File: config.mk
export PLATFORM = sky130hd
export DESIGN_NAME = sorted_table_binary_search
export DESIGN_NICKNAME = d
export VERILOG_FILES = /design/src/rtl/stbs_pkg.sv /design/src/rtl/stbs_ctrl.sv /design/src/rtl/stbs_dp.sv /design/src/rtl/sorted_table_binary_search.sv
export SDC_FILE = /design/constraint.sdc
export NUM_CORES = 1
export LEC_CHECK = 0
export ABC_AREA = 1
export BUFFER_PORTS_ARGS = -buffer_cell sky130_fd_sc_hd__buf_2
export CAP_MARGIN = 20
export CORE_ASPECT_RATIO = 1.2
export CORE_UTILIZATION = 50
export CTS_BUF_LIST = sky130_fd_sc_hd__clkbuf_4
export CTS_CLUSTER_DIAMETER = 40
export DETAILED_ROUTE_END_ITERATION = 16
export PLACE_DENSITY = 0.74
export SLEW_MARGIN = 20
export SYNTH_ARGS = -nofsm -noshare
export SYNTH_HDL_FRONTEND = slang
export SYNTH_SLANG_ARGS = --single-unit
File: constraint.sdc
create_clock -name clk -period 8.9 [get_ports clk]
set_clock_uncertainty 0.1 [all_clocks]
set_input_delay 0 -clock clk [delete_from_list [all_inputs] [get_ports clk]]
set_output_delay 0 -clock clk [all_outputs]
set_load 0.05 [all_outputs]
File: src/rtl/stbs_pkg.sv
// Shared constants, codes and controller/datapath interface types for the sorted table search.
package stbs_pkg;

    localparam int ENTRIES = 16;
    localparam int IDX_W   = $clog2(ENTRIES);
    localparam int CNT_W   = $clog2(ENTRIES + 1);
    localparam int DATA_W  = 32;
    localparam int STAT_W  = 2;
    localparam int POS_W   = 4;

    typedef enum logic [STAT_W-1:0] {
        STATUS_FOUND     = 2'd0,
        STATUS_NOT_FOUND = 2'd1,
        STATUS_NOT_READY = 2'd2
    } status_t;

    typedef enum logic [3:0] {
        DP_IDLE,
        DP_LOAD,
        DP_NOT_READY,
        DP_SRCH_INIT,
        DP_SRCH_PROBE,
        DP_SORT_INIT,
        DP_SORT_KEY,
        DP_SORT_SHIFT,
        DP_SORT_PLACE
    } dp_op_t;

    typedef struct packed {
        dp_op_t op;
    } dp_cmd_t;

    typedef struct packed {
        logic full;
        logic last_load;
        logic ready;
        logic probe_eq;
        logic probe_more;
        logic shift_gt;
        logic shift_last;
        logic sort_last;
    } dp_sts_t;

endpackage

File: src/rtl/stbs_ctrl.sv
// Controller state machine that sequences loads, the table sort and the binary search.
module stbs_ctrl
    import stbs_pkg::*;
(
    input  logic    clk,
    input  logic    rst_n,
    input  logic    start,
    input  logic    mode,
    input  dp_sts_t dp_sts,
    output dp_cmd_t dp_cmd,
    output logic    busy,
    output logic    done
);

    typedef enum logic [2:0] {
        ST_IDLE,
        ST_SORT_INIT,
        ST_SORT_KEY,
        ST_SORT_SHIFT,
        ST_SORT_PLACE,
        ST_SEARCH
    } state_t;

    state_t state_reg;
    state_t state_next;
    logic   done_reg;
    logic   done_next;

    assign busy = (state_reg != ST_IDLE);
    assign done = done_reg;

    always_comb
    begin
        state_next = state_reg;
        done_next  = 1'b0;
        dp_cmd.op  = DP_IDLE;
        unique case (state_reg)
            ST_IDLE:
            begin
                if (start)
                begin
                    if (!mode)
                    begin
                        dp_cmd.op = DP_LOAD;
                        // The request that fills the last slot kicks off the sort.
                        if (!dp_sts.full && dp_sts.last_load)
                        begin
                            state_next = ST_SORT_INIT;
                        end
                    end
                    else if (dp_sts.ready)
                    begin
                        dp_cmd.op  = DP_SRCH_INIT;
                        state_next = ST_SEARCH;
                    end
                    else
                    begin
                        dp_cmd.op = DP_NOT_READY;
                        done_next = 1'b1;
                    end
                end
            end
            ST_SORT_INIT:
            begin
                dp_cmd.op  = DP_SORT_INIT;
                state_next = ST_SORT_KEY;
            end
            ST_SORT_KEY:
            begin
                dp_cmd.op  = DP_SORT_KEY;
                state_next = ST_SORT_SHIFT;
            end
            ST_SORT_SHIFT:
            begin
                if (dp_sts.shift_gt)
                begin
                    dp_cmd.op = DP_SORT_SHIFT;
                    if (dp_sts.shift_last)
                    begin
                        state_next = ST_SORT_PLACE;
                    end
                end
                else
                begin
                    dp_cmd.op  = DP_SORT_PLACE;
                    state_next = dp_sts.sort_last ? ST_IDLE : ST_SORT_KEY;
                end
            end
            ST_SORT_PLACE:
            begin
                dp_cmd.op  = DP_SORT_PLACE;
                state_next = dp_sts.sort_last ? ST_IDLE : ST_SORT_KEY;
            end
            ST_SEARCH:
            begin
                dp_cmd.op = DP_SRCH_PROBE;
                if (dp_sts.probe_eq || !dp_sts.probe_more)
                begin
                    done_next  = 1'b1;
                    state_next = ST_IDLE;
                end
            end
            default:
            begin
                state_next = ST_IDLE;
            end
        endcase
    end

    always_ff @(posedge clk or negedge rst_n)
    begin
        if (!rst_n)
        begin
            state_reg <= ST_IDLE;
            done_reg  <= 1'b0;
        end
        else
        begin
            state_reg <= state_next;
            done_reg  <= done_next;
        end
    end

endmodule

File: src/rtl/stbs_dp.sv
// Datapath with the table memory, sort and search registers, and the result registers.
module stbs_dp
    import stbs_pkg::*;
(
    input  logic                     clk,
    input  logic                     rst_n,
    input  dp_cmd_t                  dp_cmd,
    input  logic signed [DATA_W-1:0] item_value,
    output dp_sts_t                  dp_sts,
    output logic [STAT_W-1:0]        status,
    output logic [POS_W-1:0]         position
);

    logic signed [DATA_W-1:0] mem [ENTRIES];

    logic signed [DATA_W-1:0] rd_reg;
    logic signed [DATA_W-1:0] key_reg;
    logic signed [DATA_W-1:0] key_next;
    logic [CNT_W-1:0]         lo_reg;
    logic [CNT_W-1:0]         lo_next;
    logic [CNT_W-1:0]         hp_reg;
    logic [CNT_W-1:0]         hp_next;
    logic [IDX_W-1:0]         mid_reg;
    logic [IDX_W-1:0]         mid_next;
    logic [IDX_W-1:0]         i_reg;
    logic [IDX_W-1:0]         i_next;
    logic [IDX_W-1:0]         j_reg;
    logic [IDX_W-1:0]         j_next;
    logic [CNT_W-1:0]         fill_reg;
    logic [CNT_W-1:0]         fill_next;
    logic                     ready_reg;
    logic                     ready_next;
    status_t                  status_reg;
    status_t                  status_next;
    logic [POS_W-1:0]         position_reg;
    logic [POS_W-1:0]         position_next;

    logic [IDX_W-1:0]         rd_addr;
    logic                     wr_en;
    logic [IDX_W-1:0]         wr_addr;
    logic signed [DATA_W-1:0] wr_data;

    logic                     key_gt;
    logic [CNT_W-1:0]         lo_probe;
    logic [CNT_W-1:0]         hp_probe;
    logic [CNT_W:0]           mid_sum;
    logic [IDX_W-1:0]         mid_probe;
    logic [IDX_W-1:0]         mid_first;

    // Bounds are kept as lo and hi+1, so the interval is empty when lo equals hp.
    assign key_gt    = key_reg > rd_reg;
    assign lo_probe  = key_gt ? (CNT_W'(mid_reg) + CNT_W'(1)) : lo_reg;
    assign hp_probe  = key_gt ? hp_reg : CNT_W'(mid_reg);
    assign mid_sum   = {1'b0, lo_probe} + {1'b0, hp_probe} - (CNT_W + 1)'(1);
    assign mid_probe = IDX_W'(mid_sum >> 1);
    assign mid_first = IDX_W'((ENTRIES - 1) / 2);

    assign dp_sts.full       = (fill_reg == CNT_W'(ENTRIES));
    assign dp_sts.last_load  = (fill_reg == CNT_W'(ENTRIES - 1));
    assign dp_sts.ready      = ready_reg;
    assign dp_sts.probe_eq   = (rd_reg == key_reg);
    assign dp_sts.probe_more = (lo_probe < hp_probe);
    assign dp_sts.shift_gt   = rd_reg > key_reg;
    assign dp_sts.shift_last = (j_reg == IDX_W'(1));
    assign dp_sts.sort_last  = (i_reg == IDX_W'(ENTRIES - 1));

    assign status   = status_reg;
    assign position = position_reg;

    always_comb
    begin
        rd_addr       = '0;
        wr_en         = 1'b0;
        wr_addr       = '0;
        wr_data       = key_reg;
        key_next      = key_reg;
        lo_next       = lo_reg;
        hp_next       = hp_reg;
        mid_next      = mid_reg;
        i_next        = i_reg;
        j_next        = j_reg;
        fill_next     = fill_reg;
        ready_next    = ready_reg;
        status_next   = status_reg;
        position_next = position_reg;
        unique case (dp_cmd.op)
            DP_IDLE:
            begin
            end
            DP_LOAD:
            begin
                wr_en   = 1'b1;
                wr_data = item_value;
                if (dp_sts.full)
                begin
                    // A load into a full table starts a fresh table at entry zero.
                    wr_addr    = '0;
                    fill_next  = CNT_W'(1);
                    ready_next = 1'b0;
                end
                else
                begin
                    wr_addr   = fill_reg[IDX_W-1:0];
                    fill_next = fill_reg + CNT_W'(1);
                end
            end
            DP_NOT_READY:
            begin
                status_next   = STATUS_NOT_READY;
                position_next = '0;
            end
            DP_SRCH_INIT:
            begin
                key_next = item_value;
                lo_next  = '0;
                hp_next  = CNT_W'(ENTRIES);
                mid_next = mid_first;
                rd_addr  = mid_first;
            end
            DP_SRCH_PROBE:
            begin
                if (dp_sts.probe_eq)
                begin
                    status_next   = STATUS_FOUND;
                    position_next = POS_W'(mid_reg);
                end
                else
                begin
                    status_next   = STATUS_NOT_FOUND;
                    position_next = '0;
                    lo_next       = lo_probe;
                    hp_next       = hp_probe;
                    mid_next      = mid_probe;
                    rd_addr       = mid_probe;
                end
            end
            DP_SORT_INIT:
            begin
                i_next  = IDX_W'(1);
                j_next  = IDX_W'(1);
                rd_addr = IDX_W'(1);
            end
            DP_SORT_KEY:
            begin
                key_next = rd_reg;
                rd_addr  = j_reg - IDX_W'(1);
            end
            DP_SORT_SHIFT:
            begin
                wr_en   = 1'b1;
                wr_addr = j_reg;
                wr_data = rd_reg;
                j_next  = j_reg - IDX_W'(1);
                rd_addr = j_reg - IDX_W'(2);
            end
            DP_SORT_PLACE:
            begin
                wr_en   = 1'b1;
                wr_addr = j_reg;
                wr_data = key_reg;
                i_next  = i_reg + IDX_W'(1);
                j_next  = i_reg + IDX_W'(1);
                rd_addr = i_reg + IDX_W'(1);
                if (dp_sts.sort_last)
                begin
                    ready_next = 1'b1;
                end
            end
            default:
            begin
            end
        endcase
    end

    always_ff @(posedge clk)
    begin
        if (wr_en)
        begin
            mem[wr_addr] <= wr_data;
        end
        rd_reg <= mem[rd_addr];
    end

    always_ff @(posedge clk)
    begin
        key_reg      <= key_next;
        lo_reg       <= lo_next;
        hp_reg       <= hp_next;
        mid_reg      <= mid_next;
        i_reg        <= i_next;
        j_reg        <= j_next;
        status_reg   <= status_next;
        position_reg <= position_next;
    end

    always_ff @(posedge clk or negedge rst_n)
    begin
        if (!rst_n)
        begin
            fill_reg  <= '0;
            ready_reg <= 1'b0;
        end
        else
        begin
            fill_reg  <= fill_next;
            ready_reg <= ready_next;
        end
    end

endmodule

File: src/rtl/sorted_table_binary_search.sv
// Top level of the sorted table with binary search: controller plus datapath.
//
// Usage: a request is taken at a rising edge where start is high and busy is
// low. With mode low the request loads item_value as the next table entry;
// with mode high it searches the table for item_value. Loads give no result.
// When the sixteenth value of a table arrives, the block sorts the table in
// place with an insertion sort over its table memory, which takes one write
// and one registered read per cycle, and holds busy high meanwhile: it sets
// up, then for each entry i fetches the key, shifts every larger entry before
// it up by one place and writes the key into the gap.
// A further load after a full table starts a new table at entry zero.
// A search answers with done high for exactly one cycle, together with status
// (found, not found, table not ready) and position. A search on a table that
// is not ready answers in the next cycle and leaves busy low. Otherwise busy
// is high while the search probes the table, one table read per probe, and
// done follows in the cycle after the last probe. The memory read data is
// registered. The receiver cannot stall, so each result is presented once
// and must be taken then.
// Reset clears the fill count and the ready flag; the table contents are
// undefined until loaded.
module sorted_table_binary_search
    import stbs_pkg::*;
(
    input  logic                     clk,
    input  logic                     rst_n,
    input  logic                     start,
    output logic                     busy,
    input  logic                     mode,
    input  logic signed [DATA_W-1:0] item_value,
    output logic                     done,
    output logic [STAT_W-1:0]        status,
    output logic [POS_W-1:0]         position
);

    dp_cmd_t dp_cmd;
    dp_sts_t dp_sts;

    // The controller decides what the datapath does in each cycle.
    stbs_ctrl u_ctrl
    (
        .clk    (clk),
        .rst_n  (rst_n),
        .start  (start),
        .mode   (mode),
        .dp_sts (dp_sts),
        .dp_cmd (dp_cmd),
        .busy   (busy),
        .done   (done)
    );

    // The datapath holds the table, the search bounds and the result registers.
    stbs_dp u_dp
    (
        .clk        (clk),
        .rst_n      (rst_n),
        .dp_cmd     (dp_cmd),
        .item_value (item_value),
        .dp_sts     (dp_sts),
        .status     (status),
        .position   (position)
    );

endmodule

=== Word level (Yosys, flattened, before mapping) ===
Memory sizes are Yosys's and may differ from the RTL's. A register that Yosys moved wholly into a read port is not among the register bits.
Index checks and enable logic that the tools add are counted.
W data, S select, Z words.

* Flip-flop bits (word level): 70
* Memory bits (writable): 512
* Bits of input ports: 36
* Output and inout bits: 8
* Word-level logic and storage cells: 112
* Memories: 1

{| class="wikitable"
|+ Memories
! name !! words !! bits a word !! read ports !! clocked after memory_dff !! wr ports !! RTL line !! text
|-
| u_dp.mem || 16 || 32 || 1 || 1 || 1 || stbs_dp.sv:14 || <nowiki>logic signed [DATA_W-1:0] mem [ENTRIES];</nowiki>
|}

* $add $sub $neg: 7
* $lt $le $gt $ge: 3
* Eq/ne operators: 26
* Multiplexer cells: 46
* Reductions and logical operators: 17

{| class="wikitable"
|+ Operators with widths
! kind !! number
|-
| $pmux W32 S2 || 2
|-
| $gt A32 B32 Y1 || 2
|-
| $pmux W4 S6 || 2
|-
| $eq A32 B32 Y1 || 1
|-
| $pmux W4 S2 || 4
|-
| $mux W4 || 7
|-
| $mux W5 || 5
|-
| $mux W3 || 7
|-
| $pmux W5 S2 || 2
|-
| $pmux W3 S6 || 1
|-
| $eq A4 B3 Y1 const B || 4
|-
| $pmux W4 S3 || 1
|-
| $mux W1 || 11
|-
| $reduce_bool A2 Y1 || 5
|-
| $eq A4 B1 Y1 const B || 2
|-
| $eq A4 B2 Y1 const B || 2
|-
| $eq A4 B4 Y1 const B || 2
|-
| $ne A2 B2 Y1 const B || 4
|-
| $eq A3 B2 Y1 const B || 2
|-
| $eq A3 B3 Y1 const B || 2
|-
| $ne A3 B2 Y1 const B || 2
|-
| $reduce_bool A3 Y1 || 2
|-
| $add A4 B1 Y5 const B || 1
|-
| $add A5 B1 Y5 const B || 1
|-
| 23 further kinds || 25
|}

=== Depth between registers and ports, before layout ===
Gate-level depths: netlist (run 1).

* Depth after elaboration: 9
* Depth in mapped cells: 33
* Gate-level depth less buffers: 31

=== Cells and area by module ===
A second synthesis (run 1) with hierarchy kept.

* Cell total of the unflattened synthesis: 2,276
* Area, all modules: 27,143.5 um^2

{| class="wikitable"
|+ Modules (own cells, without submodules)
! module !! instances !! cells an instance !! area each (um^2) !! seq. area each (um^2)
|-
| stbs_dp || 1 || 2,224 || 26,804.5 || 17,967.2
|-
| stbs_ctrl || 1 || 52 || 339.1 || 100.1
|}

=== Worst setup path before layout (run 1) ===
OpenSTA, ideal clock, no wires.

* Kind: register to register
* Start: register u_dp.key_reg[31]
* End: register u_dp.rd_reg[30] (read register of u_dp.mem)
* Setup time: 0.113 ns
* Arrival time: 4.078 ns
* Required time: 8.687 ns
* Setup slack: 4.609 ns
* Cell stages (with the launch flop): 26
* Buffers on the path: 4
* Clock period less this slack: 4.291 ns
* Cell sequence: edfxtp_1 -> inv_1 -> ha_1 -> a21oi_1 -> o21a_1 -> nand2_1 -> a21oi_1 -> nand2_1 -> nand2_2 -> and2_1 -> clkbuf_1 -> clkbuf_1 -> o21ai_0 -> ha_1 -> ha_1 -> inv_1 -> fa_1 -> or2_2 -> nand3_1 -> inv_2 -> buf_4 -> buf_2 -> nand3_1 -> nand3_1 -> nand3_1 -> nand2_1

* Longest elaborated chain between the ends: 6
* Elaborated cells on any way between the ends: 17
* Those cells by class: add/sub (2); order compare (2); eq/ne (7); mux (6)

{| class="wikitable"
|+ RTL lines
! item !! RTL line !! text
|-
| start, declared || stbs_dp.sv:17 || <nowiki>logic signed [DATA_W-1:0] key_reg;</nowiki>
|-
| start signal, assigned || stbs_dp.sv:186 || <nowiki>key_reg <= key_next;</nowiki>
|-
| $gt A32 B32 Y1 || stbs_dp.sv:51 || <nowiki>assign key_gt = key_reg > rd_reg;</nowiki>
|-
| $mux W5, on equally long branches || stbs_dp.sv:52, stbs_dp.sv:53 ||
|-
| $add A5 B5 Y5 || stbs_dp.sv:54 || <nowiki>assign mid_sum = {1'b0, lo_probe} + {1'b0, hp_probe} - (CNT_W + 1)'(1);</nowiki>
|-
| $sub A5 B1 Y5 || stbs_dp.sv:54 ||
|-
| $mux W4 || stbs_dp.sv:122 || <nowiki>if (dp_sts.probe_eq)</nowiki>
|-
| $pmux W4 S6 * || stbs_dp.sv:86 || <nowiki>unique case (dp_cmd.op)</nowiki>
|-
| end, declared || stbs_dp.sv:16 || <nowiki>logic signed [DATA_W-1:0] rd_reg;</nowiki>
|}

Mark *: on every way between the ends. The rest lies on a longest branch, timed or not.
A chain may end at the register's enable or synchronous reset.

=== Final worst setup path (run 1) ===
* Start: register u_dp.key_reg[27]
* End: register u_dp.rd_reg[29] (read register of u_dp.mem)

* Longest elaborated chain between the ends: 6
* Elaborated cells on any way between the ends: 17
* Those cells by class: add/sub (2); order compare (2); eq/ne (7); mux (6)

{| class="wikitable"
|+ RTL lines
! item !! RTL line !! text
|-
| $gt A32 B32 Y1 * || stbs_dp.sv:51 ||
|-
| $mux W5, on equally long branches || stbs_dp.sv:52, stbs_dp.sv:53 ||
|-
| $add A5 B5 Y5 * || stbs_dp.sv:54 ||
|-
| $sub A5 B1 Y5 * || stbs_dp.sv:54 ||
|-
| net u_dp.mid_sum[1] || stbs_dp.sv:46 || <nowiki>logic [CNT_W:0] mid_sum;</nowiki>
|-
| $mux W4 * || stbs_dp.sv:122 ||
|-
| $pmux W4 S6 * || stbs_dp.sv:86 ||
|}

Mark *: on every way through the listed nets, which the timed path passes. The rest lies on a longest branch.

==> impl_metrics.csv, run 1 <==
group,metric,value,unit
status,outcome,"finished, final reports clean",
routing,via_count,22100,
yosys,syn-instance-count,2877,
timing,finalSetupTns,0,ns
worst_setup_path,critPathTopFamily,"simple AND/OR/NAND/NOR gates",
yosys,ys_ff_latch,614,
timing,fin_crit_sh,69.7,%
timing,max_freq,0.161,GHz
cts,cts_made_buffers,146,
yosys,synthTopCellsByCount,"inv_1 (642), edfxtp_1 (572), nand3_1 (464)",
yosys,ys_seq_area_share,62.5,%
worst_setup_path,path_max_fanout,128,
timing,tightest_slew,1.20,ns
yosys,synth_area,28900,um2
routing,remaining_drc_errors,0,
worst_setup_path,crit_chain,"inv_1 -> ha_1 -> a21oi_1 -> o21ai_0 -> nand2_1 -> nand2_1 -> a21oi_1 -> nand2_1 -> nand2_2 -> and2_1 -> o21ai_0 -> ha_1 -> ha_1 -> nand2_4 -> nand3_4 -> buf_12 -> nand2_1 -> nand3_1 -> nand3_1 -> nand3_1 -> nand2_1",
global_route,grt_pass1_wl,118000,um
cts,clk-insertion-delay-late,0.87,ns
cells_and_area,largest_reg_flops,512,
routing,wl_per_cell,20.4,um
global_route,grt.overflow.total,0,
timing,timing.hold.ws,0.0452,ns
worst_setup_path,cp-start-kind,"register",
placed_design,port_buffers,43,
floorplan,die_y,265,um
routing,wl_met2,37800,um
worst_setup_path,path_class,"reg2reg",
yosys,yosys.area.top_type,"edfxtp_1",
routing,ant_nets,0,
worst_setup_path,slowest_stage,"nand3_4",
cells_and_area,postLayoutCoreUtil,56.7,%
floorplan,start_util,50.5,%
cells_and_area,drive_above_1_share,12.5,%
routing,vias_per_cell,5.76,
cts,ctsResizeCount,0,
worst_setup_path,critPathCaptureType,"register",
timing,finalMaxSlewViolations,0,
yosys,synth_top_cells_by_area,"edfxtp_1 (59%), inv_1 (8.3%), nand3_1 (8.0%), nand2_1 (5.8%), nand4_1 (5.7%)",
yosys,ys.warnings.count,0,
routing,dr_wl_met3,8150,um
yosys,yosysMostFrequentCell,"inv_1",
global_route,grt_pass1_vias,21400,
worst_setup_path,cp_data_required_time,9.58,ns
global_route,grt_usage,26.2,%
routing,first_pass_iters,6,
cts,cts_max_level,4,
yosys,synth.distinct_cells,42,
worst_setup_path,arrival,6.89,ns
yosys,synth_top_area_share,59.5,%
cts,clockBufferDepth,3,
yosys,avgSynthCellArea,10.0,um2
timing,finalHoldViolCount,0,
floorplan,die_area,58800,um2
routing,first_iter_violations,2584,
yosys,synth_edf_count,572,
cts,cts_tree,"built",
routing,drt-met1-wl,28900,um
cells_and_area,area_delta_synth_final,12.3,%
timing,setup_viol,0,
floorplan,rows,96,
timing,rsz0062_at_grt,"false",
yosys,synthArstFlopShare,1.63,%
worst_setup_path,crit_top_cell,"nand2_1",
routing,finalWirelength,78300,um
yosys,synth-main-ff-cell,"edfxtp_1",
placed_design,dpl.hpwl,41200,um
floorplan,ios,44,
hold_path,hp-class,"in2reg",
timing,slew_headroom,19.7,%
cells_and_area,nNetsFinal,3081,
cts,cts.clk_slew.worst_paths,0.08,ns
worst_setup_path,critical-path-max-stage-delay,0.89,ns
floorplan,core_area,57200,um2
cts,cts.sinks,614,
yosys,synth_nets,2965,
routing,top_layer_used,"met5",
cts,root_buffer,"clkbuf_4",
global_route,grt_max_degree,183,
worst_setup_path,cp_num_buf_inv,2,
flow_run,cap_violations,0,
cts,post_cts_buffers,0,
global_route,antenna_found_initial,3,
timing,period_needed,6.21,ns
floorplan,die_w,221,um
placed_design,place.gp.congestion,0.913,
-- worst min-delay path: cells and delay by family --
family                 cells  cell delay [ns]
AO/OA/AOI/OAI              1             0.13
AND/OR/NAND/NOR            1             0.06
buffers and inverters      2             0.69
-- timing repair --
action	in CTS	in global routing
setup endpoints to repair	0	0
hold endpoints to repair	265	0
hold buffers	61	0
-- logic make-up after synthesis --
kind of cell	synth area share [%]
simple gates	21.0
buf+inv	11.4
flops	62.5
compound gates	2.52
fa+ha+maj	2.28
xor+xnor	0.273
-- layer usage --
layer  GRT usage [%]  vias to the layer above
li1                -                    10000
met1            32.5                    10500
met2            44.0                     1348
met3            4.56                      258
met4            14.0                        4
met5               0                        -
-- worst paths after layout --
path	cells after the start	endpoint	from	slack, ns
worst max-delay path	21	u_dp.rd_reg[29]	u_dp.key_reg[27]	2.69
max in group asynchronous	3	u_dp.fill_reg[3]	rst_n	8.28
worst min-delay path	4	u_dp.mem[12][5]	item_value[5]	0.05
min in group asynchronous	3	u_ctrl.state_reg[1]	rst_n	0.07
worst min register to register	2	u_dp.hp_reg[4]	u_dp.hp_reg[4]	0.46
worst max register to register	21	u_dp.rd_reg[29]	u_dp.key_reg[27]	2.69
-- final cells by class --
class	instances	area [um2]
Antenna cell	1	2.50
Clock buffer	217	1630
Clock inverter	46	292
Fill cell	4617	24700
Inverter	648	2440
Multi-Input combinational cell	1435	7880
Sequential cell	614	18100
Tap cell	735	920
Timing Repair Buffer	148	1210
-- per-stage QoR --
| step | area, um2 | worst slack [ns] | cells |
|---|---|---|---|
| global route | 32400 | 2.41 | 3844 |
| CTS | 32200 | 2.92 | 3838 |
| floorplan | 28900 | 4.61 | 2877 |
| detailed placement | 29700 | 2.97 | 3514 |
| finish | 32400 | 2.69 | 3844 |
| global placement | 29700 | 3.10 | 3513 |
-- layout by cell type, fill, tap and decap left out, types with 2 or more instances in the layout --
cell           count
inv_1            642
edfxtp_1         572
nand3_1          463
nand2_1          449
nand4_1          262
clkbuf_4         221
dlygate4sd3_1     61
o21ai_0           52
ha_1              51
buf_2             44
nor2_1            39
buf_4             34
clkinv_1          32
dfxtp_1           32
o221ai_2          27
a21oi_1           21
nor2_4            19
dfrtp_1           10
inv_2              7
xor2_1             7
clkinv_2           6
o221ai_1           5
bufinv_16          4
buf_12             4
o21a_1             3
nand2_2            3
or2_2              3
o22ai_1            3
nor2_2             2
nand3_2            2
nand2_4            2
nand3_4            2
xnor2_1            2
o211ai_1           2
or2_1              2
clkinvlp_4         2
Power of run 1 is left out: the tool's default activity adds up to more than one toggle a clock period on the data nets, which glitch-free logic cannot reach.
==> inputs of run 2 (changes only) <==
==> constraint.sdc (replaced) <==
create_clock -name clk -period 6.25 [get_ports clk]
set_clock_uncertainty 0.1 [all_clocks]
set_input_delay 0 -clock clk [delete_from_list [all_inputs] [get_ports clk]]
set_output_delay 0 -clock clk [all_outputs]
set_load 0.05 [all_outputs]
==> run 2 against run 1 <==
Global-route usage grew 0.15 points; hold slack gained 0.022 ns; flip-flop and latch count is the same; critical path depth grew 3; first-iteration DRC count grew 19%; highest routed layer is now met4; routed wire length shrank 1.1%; clock-buffer cell count shrank 5; non-clock buffer count grew 35.
==> impl_metrics.csv, run 2 (same netlist as run 1, synthesis figures left out) <==
group,metric,value,unit
status,outcome,"finished, final reports clean",
floorplan,ios,44,
cts,cts.clk_slew.worst_paths,0.07,ns
timing,rsz0062_at_grt,"false",
cts,clk-insertion-delay-late,0.86,ns
floorplan,die_y,265,um
placed_design,dp_cells,3552,
timing,max_freq,0.186,GHz
cts,ctsResizeCount,0,
cells_and_area,area_delta_synth_final,13.1,%
global_route,grt_max_degree,208,
routing,wl_per_cell,20.0,um
worst_setup_path,crit_path_end,"u_dp.rd_reg[4]",
worst_setup_path,critPathCaptureType,"register",
routing,ant_nets,0,
cells_and_area,multi_input_area,7720,um2
worst_setup_path,startpoint,"u_dp.key_reg[5]",
worst_setup_path,cp_data_required_time,6.91,ns
routing,first_pass_iters,5,
worst_setup_path,reg2reg_slack,0.88,ns
routing,vias_per_cell,5.74,
floorplan,die_w,221,um
global_route,grt.overflow.total,0,
routing,remaining_drc_errors,0,
global_route,grt_pass1_wl,120000,um
global_route,grt_pass1_vias,21600,
worst_setup_path,arrival,6.03,ns
routing,first_iter_violations,3063,
placed_design,port_buffers,43,
cells_and_area,largest_reg_flops,512,
cells_and_area,drive_above_1_share,12.4,%
global_route,grt_usage,26.4,%
routing,finalWirelength,77400,um
timing,slew_headroom,13.0,%
timing,finalHoldViolCount,0,
timing,fin_ws,0.879,ns
cts,cts.sinks,614,
global_route,antenna_found_initial,1,
cts,cts_tree,"built",
flow_run,cap_violations,0,
timing,tightest_slew,1.30,ns
cts,root_buffer,"clkbuf_4",
timing,finalSetupTns,0,ns
worst_setup_path,worstRegToRegCells,24,
cells_and_area,nNetsFinal,3115,
cells_and_area,mostFrequentLayoutCells,"inv_1 (642), edfxtp_1 (572), nand3_1 (463)",
worst_setup_path,r2r-start,"u_dp.key_reg[5]",
worst_setup_path,r2r_end,"u_dp.rd_reg[4]",
cts,cts_made_buffers,145,
worst_setup_path,path_class,"reg2reg",
cells_and_area,regArea,18100,um2
floorplan,start_util,50.5,%
floorplan,die_area,58800,um2
cts,cts_max_level,4,
hold_path,hp-class,"in2async",
cells_and_area,fin_cells,3872,
timing,timing.hold.ws,0.0672,ns
timing,fin_crit_sh,85.9,%
floorplan,core_area,57200,um2
placed_design,pre_cts_ws,1.02,ns
routing,via_count,22200,
worst_setup_path,cp-start-kind,"register",
floorplan,rows,96,
cells_and_area,nFillCells,4606,
placed_design,dpl.hpwl,41400,um
timing,period_needed,5.37,ns
timing,finalMaxSlewViolations,0,
placed_design,place.gp.congestion,0.916,
cts,clockBufferDepth,3,
worst_setup_path,path_max_fanout,128,
timing,setup_viol,0,
cells_and_area,mostFrequentLayoutCell,"inv_1",
-- run 2: layout make-up --
cell class	count	share of cell area [%]
Multi-Input combinational cell	1435	23.6
Clock buffer	212	4.87
Clock inverter	44	0.724
Sequential cell	614	55.3
Antenna cell	1	0.00766
Inverter	648	7.45
Timing Repair Buffer	183	5.24
Tap cell	735	2.81
-- run 2: critical path, cell delays in order, from the launching register on --
cell	delay [ns]
edfxtp_1	0.37
inv_1	0.10
ha_1	0.25
a21oi_1	0.17
nor2_1	0.05
nor2_1	0.09
nand2_1	0.10
nand2_1	0.07
nand2_1	0.12
nand2_1	0.12
nand2_1	0.07
nand2_2	0.11
and2_1	0.46
o21ai_0	0.27
ha_1	0.38
ha_1	0.24
inv_1	0.09
fa_1	0.47
or2_2	0.34
nand3_4	0.13
buf_12	0.56
nand3_1	0.22
nand3_1	0.13
nand3_1	0.08
nand2_1	0.11
-- run 2: worst min-delay path by stage --
stage                               end  slack (ns)            from
finish              u_ctrl.state_reg[1]        0.07           rst_n
detailed placement  u_ctrl.state_reg[0]       -0.22           rst_n
CTS                    u_dp.key_reg[10]        0.01  item_value[10]
global route           u_dp.key_reg[23]        0.04  item_value[23]
global placement    u_ctrl.state_reg[0]       -0.23           rst_n
floorplan                   u_ctrl.done       -0.40           rst_n
-- run 2: what timing repair did --
action / CTS / global route
endpoints found under the hold margin: 551 / 0
setup buffers: 0 / 0
endpoints found under the setup margin: 0 / 0
hold buffers: 63 / 0
-- run 2: per-layer routing --
layer	vias to the layer above	global-route usage, %	part of all wire (%)
met5	-	0	0
met4	0	13.0	4.0
met3	238	4.84	11
met2	1419	43.0	47
met1	10500	34.1	38
li1	10100	-	-
-- run 2: through the flow --
| step | area [um2] | utilization [%] |
|---|---|---|
| final | 32700 | 57.2 |
| after global routing | 32700 | 57.2 |
| after CTS | 32700 | 57.2 |
| after detailed placement | 30200 | 52.9 |
| after global placement | 30200 | 52.8 |
| after floorplan | 28900 | - |
Power of run 2 is left out for the same reason.
